`src/design/spcm_pkg.sv`:
```
package spcm_pkg;

    localparam int NUM_SECTORS      = 34;
    localparam int MAX_CHANNELS_DEF = 32;
    localparam int FULL_TURN        = 360;
    localparam int HALF_TURN        = 180;
    localparam int RANK_MAX         = 31;
    localparam int COUNT_MAX        = 63;

    localparam logic [5:0] LABEL_LFE1    = 6'd34;
    localparam logic [5:0] LABEL_LFE2    = 6'd35;
    localparam logic [5:0] LABEL_UNKNOWN = 6'd36;

    typedef struct packed {
        logic signed [9:0] azimuth_deg;
        logic signed [7:0] elevation_deg;
        logic              is_lfe;
        logic              last_channel;
    } spcm_in_t;

    typedef struct packed {
        logic [5:0] channel_label;
        logic [4:0] unknown_rank;
        logic [5:0] unknown_count;
        logic       reuse_error;
        logic       last_result;
    } spcm_out_t;

    typedef struct packed {
        logic       hit;
        logic [5:0] index;
    } spcm_match_t;

    typedef struct packed {
        logic signed [10:0] az_lo;
        logic signed [10:0] az_hi;
        logic signed [7:0]  el_lo;
        logic signed [7:0]  el_hi;
    } sector_t;

    localparam sector_t SECTOR_TAB [NUM_SECTORS] = '{
        '{-11'sd7,   11'sd7,    -8'sd9,  8'sd20},
        '{ 11'sd8,   11'sd22,   -8'sd9,  8'sd20},
        '{-11'sd22, -11'sd8,    -8'sd9,  8'sd20},
        '{ 11'sd23,  11'sd37,   -8'sd9,  8'sd20},
        '{-11'sd37, -11'sd23,   -8'sd9,  8'sd20},
        '{ 11'sd38,  11'sd52,   -8'sd9,  8'sd20},
        '{-11'sd52, -11'sd38,   -8'sd9,  8'sd20},
        '{ 11'sd53,  11'sd75,   -8'sd9,  8'sd20},
        '{-11'sd75, -11'sd53,   -8'sd9,  8'sd20},
        '{ 11'sd76,  11'sd100,  -8'sd45, 8'sd20},
        '{-11'sd100, -11'sd76,  -8'sd45, 8'sd20},
        '{ 11'sd101, 11'sd124,  -8'sd45, 8'sd20},
        '{-11'sd124, -11'sd101, -8'sd45, 8'sd20},
        '{ 11'sd125, 11'sd142,  -8'sd45, 8'sd20},
        '{-11'sd142, -11'sd125, -8'sd45, 8'sd20},
        '{ 11'sd143, 11'sd157,  -8'sd45, 8'sd20},
        '{-11'sd157, -11'sd143, -8'sd45, 8'sd20},
        '{ 11'sd158, -11'sd158, -8'sd45, 8'sd20},
        '{-11'sd10,  11'sd10,    8'sd21, 8'sd60},
        '{ 11'sd38,  11'sd66,    8'sd21, 8'sd60},
        '{-11'sd66, -11'sd38,    8'sd21, 8'sd60},
        '{ 11'sd11,  11'sd37,    8'sd21, 8'sd60},
        '{-11'sd37, -11'sd11,    8'sd21, 8'sd60},
        '{ 11'sd67,  11'sd100,   8'sd21, 8'sd60},
        '{-11'sd100, -11'sd67,   8'sd21, 8'sd60},
        '{ 11'sd101, 11'sd124,   8'sd21, 8'sd60},
        '{-11'sd124, -11'sd101,  8'sd21, 8'sd60},
        '{ 11'sd125, 11'sd157,   8'sd21, 8'sd60},
        '{-11'sd157, -11'sd125,  8'sd21, 8'sd60},
        '{ 11'sd158, -11'sd158,  8'sd21, 8'sd60},
        '{-11'sd180, 11'sd180,   8'sd61, 8'sd90},
        '{-11'sd10,  11'sd10,   -8'sd45, -8'sd10},
        '{ 11'sd11,  11'sd75,   -8'sd45, -8'sd10},
        '{-11'sd75, -11'sd11,   -8'sd45, -8'sd10}
    };

endpackage

```
`src/design/speaker_position_channel_matcher.sv`:
```
// Channel  | Direction | Handshake       | Item
// in       | input     | in_valid/stall  | spcm_in_t: one speaker of a layout
// out      | output    | out_valid/stall | spcm_out_t: label and layout status
// cfg      | input     | cfg_valid/ready | is_output_layout
//
// One item is taken per cycle while no stall on out holds the flow.
// The sector compares and the layout state update sit between the input
// register and the result register, so that single stage sets the rate.
// Reset clears both valid flags, the used mask, the unknown count and the error.
// A stall on out holds the result and backs up into in_stall once the
// input register is also full.
module speaker_position_channel_matcher
    import spcm_pkg::*;
#(
    parameter int MAX_CHANNELS = MAX_CHANNELS_DEF
)
(
    input  logic      clk,
    input  logic      rst_n,
    input  logic      in_valid,
    output logic      in_stall,
    input  spcm_in_t  in_data,
    output logic      out_valid,
    input  logic      out_stall,
    output spcm_out_t out_data,
    input  logic      cfg_valid,
    output logic      cfg_ready,
    input  logic      cfg_data
);

    spcm_in_t    in_reg;
    logic        in_valid_reg;
    spcm_out_t   out_reg;
    logic        out_valid_reg;
    logic        output_layout_reg;
    logic        advance;
    logic        take_in;
    spcm_match_t match;
    spcm_out_t   result;

    assign advance   = in_valid_reg && (!out_valid_reg || !out_stall);
    assign in_stall  = in_valid_reg && !advance;
    assign take_in   = in_valid && !in_stall;
    assign cfg_ready = 1'b1;
    assign out_valid = out_valid_reg;
    assign out_data  = out_reg;

    spcm_sector_match u_match
    (
        .azimuth_deg   (in_reg.azimuth_deg),
        .elevation_deg (in_reg.elevation_deg),
        .match         (match)
    );

    spcm_layout_state #(
        .MAX_CHANNELS (MAX_CHANNELS)
    ) u_state
    (
        .clk              (clk),
        .rst_n            (rst_n),
        .step             (advance),
        .is_output_layout (output_layout_reg),
        .item             (in_reg),
        .match            (match),
        .result           (result)
    );

    always_ff @(posedge clk or negedge rst_n)
    begin
        if (!rst_n)
        begin
            in_valid_reg      <= 1'b0;
            out_valid_reg     <= 1'b0;
            output_layout_reg <= 1'b0;
        end
        else
        begin
            if (take_in)
            begin
                in_valid_reg <= 1'b1;
            end
            else if (advance)
            begin
                in_valid_reg <= 1'b0;
            end

            if (advance)
            begin
                out_valid_reg <= 1'b1;
            end
            else if (!out_stall)
            begin
                out_valid_reg <= 1'b0;
            end

            if (cfg_valid && cfg_ready)
            begin
                output_layout_reg <= cfg_data;
            end
        end
    end

    always_ff @(posedge clk)
    begin
        if (take_in)
        begin
            in_reg <= in_data;
        end
        if (advance)
        begin
            out_reg <= result;
        end
    end

endmodule

```
`src/design/spcm_sector_match.sv`:
```
module spcm_sector_match
    import spcm_pkg::*;
(
    input  logic signed [9:0] azimuth_deg,
    input  logic signed [7:0] elevation_deg,
    output spcm_match_t       match
);

    logic signed [10:0]     az_ext;
    logic signed [10:0]     az_wrap;
    logic [NUM_SECTORS-1:0] hit_vec;

    assign az_ext  = {azimuth_deg[9], azimuth_deg};
    assign az_wrap = azimuth_deg[9] ? (az_ext + 11'sd360) : az_ext;

    // A sector that starts on the positive side and ends on the negative side
    // spans the rear; it is tested with negative azimuths shifted up by a full turn.
    for (genvar i = 0; i < NUM_SECTORS; i++) begin : g_sector
        localparam logic signed [10:0] A0   = SECTOR_TAB[i].az_lo;
        localparam logic signed [10:0] A1   = SECTOR_TAB[i].az_hi;
        localparam bit                 WRAP = (A0 > 11'sd0) && (A1 < 11'sd0);
        localparam logic signed [10:0] A1E  = WRAP ? (A1 + 11'(FULL_TURN)) : A1;

        logic signed [10:0] az_cmp;

        assign az_cmp     = WRAP ? az_wrap : az_ext;
        assign hit_vec[i] = (az_cmp >= A0) && (az_cmp <= A1E)
                          && (elevation_deg >= SECTOR_TAB[i].el_lo)
                          && (elevation_deg <= SECTOR_TAB[i].el_hi);
    end

    // The highest matching sector wins.
    always_comb
    begin
        match.hit   = |hit_vec;
        match.index = '0;
        for (int i = 0; i < NUM_SECTORS; i++)
        begin
            if (hit_vec[i])
            begin
                match.index = 6'(i);
            end
        end
    end

endmodule

```
`src/design/spcm_layout_state.sv`:
```
module spcm_layout_state
    import spcm_pkg::*;
#(
    parameter int MAX_CHANNELS = MAX_CHANNELS_DEF
)
(
    input  logic        clk,
    input  logic        rst_n,
    input  logic        step,
    input  logic        is_output_layout,
    input  spcm_in_t    item,
    input  spcm_match_t match,
    output spcm_out_t   result
);

    localparam int         LIMIT_INT = (MAX_CHANNELS < COUNT_MAX) ? MAX_CHANNELS : COUNT_MAX;
    localparam logic [5:0] UNK_LIMIT = 6'(LIMIT_INT);

    logic [NUM_SECTORS-1:0] mask_reg, mask_next;
    logic [5:0]             count_reg, count_next;
    logic                   error_reg, error_next;

    logic [NUM_SECTORS-1:0] sector_bit;
    logic signed [10:0]     az_ext;
    logic signed [10:0]     az_mod;
    logic                   lfe_one;

    assign az_ext = {item.azimuth_deg[9], item.azimuth_deg};

    // Remainder of the azimuth by a full turn, keeping the sign of the azimuth.
    always_comb
    begin
        if (az_ext >= 11'sd360)
        begin
            az_mod = az_ext - 11'sd360;
        end
        else if (az_ext <= -11'sd360)
        begin
            az_mod = az_ext + 11'sd360;
        end
        else
        begin
            az_mod = az_ext;
        end
    end

    assign lfe_one = ((az_mod >= 11'sd0) && (az_mod < 11'(HALF_TURN)))
                   || (az_mod < -11'(HALF_TURN));

    assign sector_bit = match.hit ? (NUM_SECTORS'(1) << match.index) : '0;

    always_comb
    begin
        mask_next            = mask_reg;
        count_next           = count_reg;
        error_next           = error_reg;
        result.channel_label = LABEL_UNKNOWN;
        result.unknown_rank  = '0;

        if (item.is_lfe)
        begin
            result.channel_label = lfe_one ? LABEL_LFE1 : LABEL_LFE2;
        end
        else if (match.hit)
        begin
            result.channel_label = match.index;
            if (((mask_reg & sector_bit) != '0) && is_output_layout)
            begin
                error_next = 1'b1;
            end
            mask_next = mask_reg | sector_bit;
        end
        else
        begin
            result.unknown_rank = (count_reg > 6'(RANK_MAX)) ? 5'(RANK_MAX) : count_reg[4:0];
            if (count_reg < UNK_LIMIT)
            begin
                count_next = count_reg + 6'd1;
            end
        end

        result.unknown_count = count_next;
        result.reuse_error   = error_next;
        result.last_result   = item.last_channel;
    end

    always_ff @(posedge clk or negedge rst_n)
    begin
        if (!rst_n)
        begin
            mask_reg  <= '0;
            count_reg <= '0;
            error_reg <= 1'b0;
        end
        else if (step)
        begin
            if (item.last_channel)
            begin
                mask_reg  <= '0;
                count_reg <= '0;
                error_reg <= 1'b0;
            end
            else
            begin
                mask_reg  <= mask_next;
                count_reg <= count_next;
                error_reg <= error_next;
            end
        end
    end

endmodule

```
`config.mk`:
```
export PLATFORM = sky130hd
export DESIGN_NAME = speaker_position_channel_matcher
export DESIGN_NICKNAME = d
export VERILOG_FILES = /design/src/design/spcm_pkg.sv /design/src/design/speaker_position_channel_matcher.sv /design/src/design/spcm_sector_match.sv /design/src/design/spcm_layout_state.sv
export SDC_FILE = /design/constraint.sdc
export NUM_CORES = 1
export LEC_CHECK = 0
export ABC_CLOCK_PERIOD_IN_PS = 4550
export BUFFER_PORTS_ARGS = -buffer_cell sky130_fd_sc_hd__buf_2
export CORE_MARGIN = 2
export CORE_UTILIZATION = 55
export DETAILED_ROUTE_END_ITERATION = 10
export PLACE_DENSITY = 0.7
export SYNTH_ARGS = -nofsm -noshare
export SYNTH_HDL_FRONTEND = slang
export SYNTH_SLANG_ARGS = --single-unit
```
`constraint.sdc`:
```
create_clock -name clk -period 4.55 [get_ports clk]
set_clock_uncertainty 0.05 [all_clocks]
set_input_delay 0 -clock clk [delete_from_list [all_inputs] [get_ports clk]]
set_output_delay 0 -clock clk [all_outputs]
set_load 0.005 [all_outputs]
```
==> qor.txt <==
Setup Buffers After CTS -> 0
area leader, netlist -> edfxtp_1
maximum number of pins on one net before global-route repair -> 45
Area Growth Syn to Fin -> 14.1%
Syn Nets -> 673
critical path type -> reg -> reg
flip-flop count of the largest register after layout -> 34
top-area cell type share of the netlist area -> 20.1%
crit-path cells -> buf_4, inv_1, ha_1, and3b_1, o21ai_0, a311oi_1, o21ai_0, buf_4, o2111ai_1, or4b_1, a211o_1, a2111oi_1, a21oi_1
critical path endpoint -> out_data[1]$_DFFE_PP_
clock sinks -> 83
VDD IR-drop max -> 0.198 mV
max incr delay on CP -> 570 ps
initial antenna violation count -> 0
Hold Slack -> 247 ps
post-route insts no fill -> 856
Setup crit start -> in_reg[13]$_DFFE_PP_
Post-synth EDFFs -> 39
DR WL/cell -> 19.9 µm
Root Buffer -> clkbuf_8
mapped cell area -> 5830 µm²
# nets final -> 748
CTS tree -> built
diodes inserted -> 0
overflow left after global routing -> 0
Post-synth top flop -> dfrtp_1
fmax -> 0.233 GHz
Clock Tree Buf Depth -> 2
total number of H-tree levels -> 3
Clock transition at path regs -> 110 ps
Die Area -> 11400 µm²
flop-to-flop setup slack -> 250 ps
Hold Path Class -> in -> async
final hold vios -> 0
Inserted Clock Buffers -> 9
post-route ant nets -> 0
type of origin of the critical path -> flip-flop
Pre-antenna DRT Iters -> 7
Max Cap Viol -> 0
Worst Reg-to-Reg Cells -> 13
Via Count -> 5564
CP Capture Type -> flip-flop
first-pass GRT wire length -> 27200 µm
unrepaired setup endpoints after global routing -> no
most frequent cells after synthesis -> nor2_1, a21oi_1, dfrtp_1
Clk Latency, worst-skew pair -> 370 ps
PortBufs -> 46
Syn Inst Count -> 640
cell area power density -> 273 nW/µm²
register area share after synthesis -> 39.0%
Mean Syn Cell Area -> 9.11 µm²
synth unique cells -> 93
reg2reg start -> in_reg[13]$_DFFE_PP_
Core ar. -> 10300 µm²
vias in the first global route -> 5177
aggregate routed wire length -> 17000 µm
placed cell count -> 814
Worst Path Required -> 4600 ps
die height -> 107 µm
async set or reset register ratio after synthesis -> 53.0%
Via density -> 6.50
cell with the most instances after synthesis -> nor2_1
IO Count -> 48
effective utilization at floorplan -> 56.5%
Pins Over Slew Limit -> 0
setup TNS -> 0 ps
Worst path slowest cell -> or4b_1
routability cong. -> 0.964
All-Layer GR Usage -> 30.7%
Rows -> 37
leakage power -> 2.75 nW
DP Wirelength -> 12300 µm
Iteration-0 DRC Markers -> 609
Arr. time, crit path -> 4350 ps
share of post-route cells with drive strength above 1 -> 17.6%
Max-Slew Margin vs Limit -> 24.2%
run status -> finished clean
Critical Path Fanout Max -> 16
synth top area cells -> edfxtp_1, dfrtp_1, a21oi_1
width of the die -> 107 µm
Yosys warning count -> 0
RR Endpoint -> out_data[1]$_DFFE_PP_
Seq cells post-synth -> 83
Final setup viols -> 0
# DRC -> 0
post-layout util -> 64.4%
final cycle utilization of the critical path -> 94.5%
Worst Max-Slew Pin Slew -> 1130 ps
Period minus WS final -> 4300 ps
where the power goes:
part           internal [mW]  switching (mW)  total (mW)
Combinational          0.171           0.262       0.433
Clock                  0.206           0.306       0.511
Sequential             0.837          0.0355       0.873
per-layer routing:
layer	vias up	track usage (%)	wire (µm)
met5	-	0	0
met4	0	10.7	323
met3	29	5.17	1360
met2	297	46.2	7610
met1	2642	44.8	7740
li1	2596	-	-
stage by stage:
stage                     total power, mW  setup slack [ps]  instance area (µm²)
after global routing                 1.90              83.3                 6650
after CTS                            1.82               226                 6650
after detailed placement             1.29               246                 6210
final                                1.82               250                 6650
after floorplan                      1.17               620                 5830
after global placement               1.29               397                 6210
how the worst min path moves through the flow:
stage                start                              end  slack, ps  cells past startpoint
6_report             rst_n  u_state.mask_reg[5]$_DFFE_PN0P_        250                      2
5_1_grt         in_data[0]              in_reg[0]$_DFFE_PP_        280                      2
4_1_cts        in_data[14]             in_reg[14]$_DFFE_PP_        270                      2
3_5_place_dp   in_data[11]             in_reg[11]$_DFFE_PP_        130                      1
3_3_place_gp   in_data[16]             in_reg[16]$_DFFE_PP_        130                      1
2_1_floorplan        rst_n         in_valid_reg$_DFFE_PN0P_       -350                      0
area by class of cell:
type | instances | area, µm²
Multi-Input combinational cell | 495 | 3190
Clock buffer | 10 | 128
Timing Repair Buffer | 104 | 756
Tap cell | 136 | 170
Inverter | 22 | 82.6
Fill cell | 891 | 3670
Clock inverter | 6 | 48.8
Sequential cell | 83 | 2270
cell families (layout without fill, tap and decap cells):
logic type | Yosys count | after routing | synth area share, %
buf+inv | 62 | 142 | 6.27
xor+xnor | 9 | 9 | 1.35
fa+ha+maj | 7 | 7 | 1.50
mux | 5 | 5 | 0.945
compound gates | 227 | 227 | 26.7
other cells | 1 | 1 | 0.0643
simple gates | 246 | 246 | 24.2
flops | 83 | 83 | 39.0
worst max-delay path: cells and delay by family, from the launching register on:
family / cells / cell delay [ps]
AOI/OAI and AO/OA: 7 / 1830
adders and majority gates: 1 / 390
buffers and inverters: 3 / 590
DFF: 1 / 380
and+or+nand+nor: 2 / 770
layout by cell type, fill, tap and decap left out, types with 6 or more instances in the layout:
master | synthesis | final
nor3b_1 | 8 | 8
nor3_1 | 19 | 19
xnor2_1 | 7 | 7
or4_1 | 6 | 6
nor2_1 | 69 | 68
or2_2 | 6 | 6
a22o_1 | 6 | 6
buf_2 | 11 | 46
nand2_1 | 30 | 30
buf_4 | 9 | 30
nand4_1 | 8 | 8
nor2b_1 | 6 | 6
nand3_1 | 18 | 18
dlygate4sd3_1 | 0 | 26
clkbuf_8 | 0 | 9
inv_1 | 22 | 22
a31oi_1 | 22 | 22
o211ai_1 | 8 | 8
and2_1 | 13 | 13
a22oi_1 | 7 | 7
o21a_1 | 8 | 8
a21oi_1 | 65 | 65
nand2b_1 | 11 | 11
o21ai_0 | 28 | 28
ha_1 | 7 | 7
edfxtp_1 | 39 | 39
dfrtp_1 | 44 | 44
and3_1 | 8 | 8
what timing repair did:
item	in CTS	in global routing
setup endpoints to repair	0	6
endpoints found under the hold margin	67	0
resized for setup	0	1
hold buffers	26	0
No activity file was read; power rests on OpenSTA's default activity.
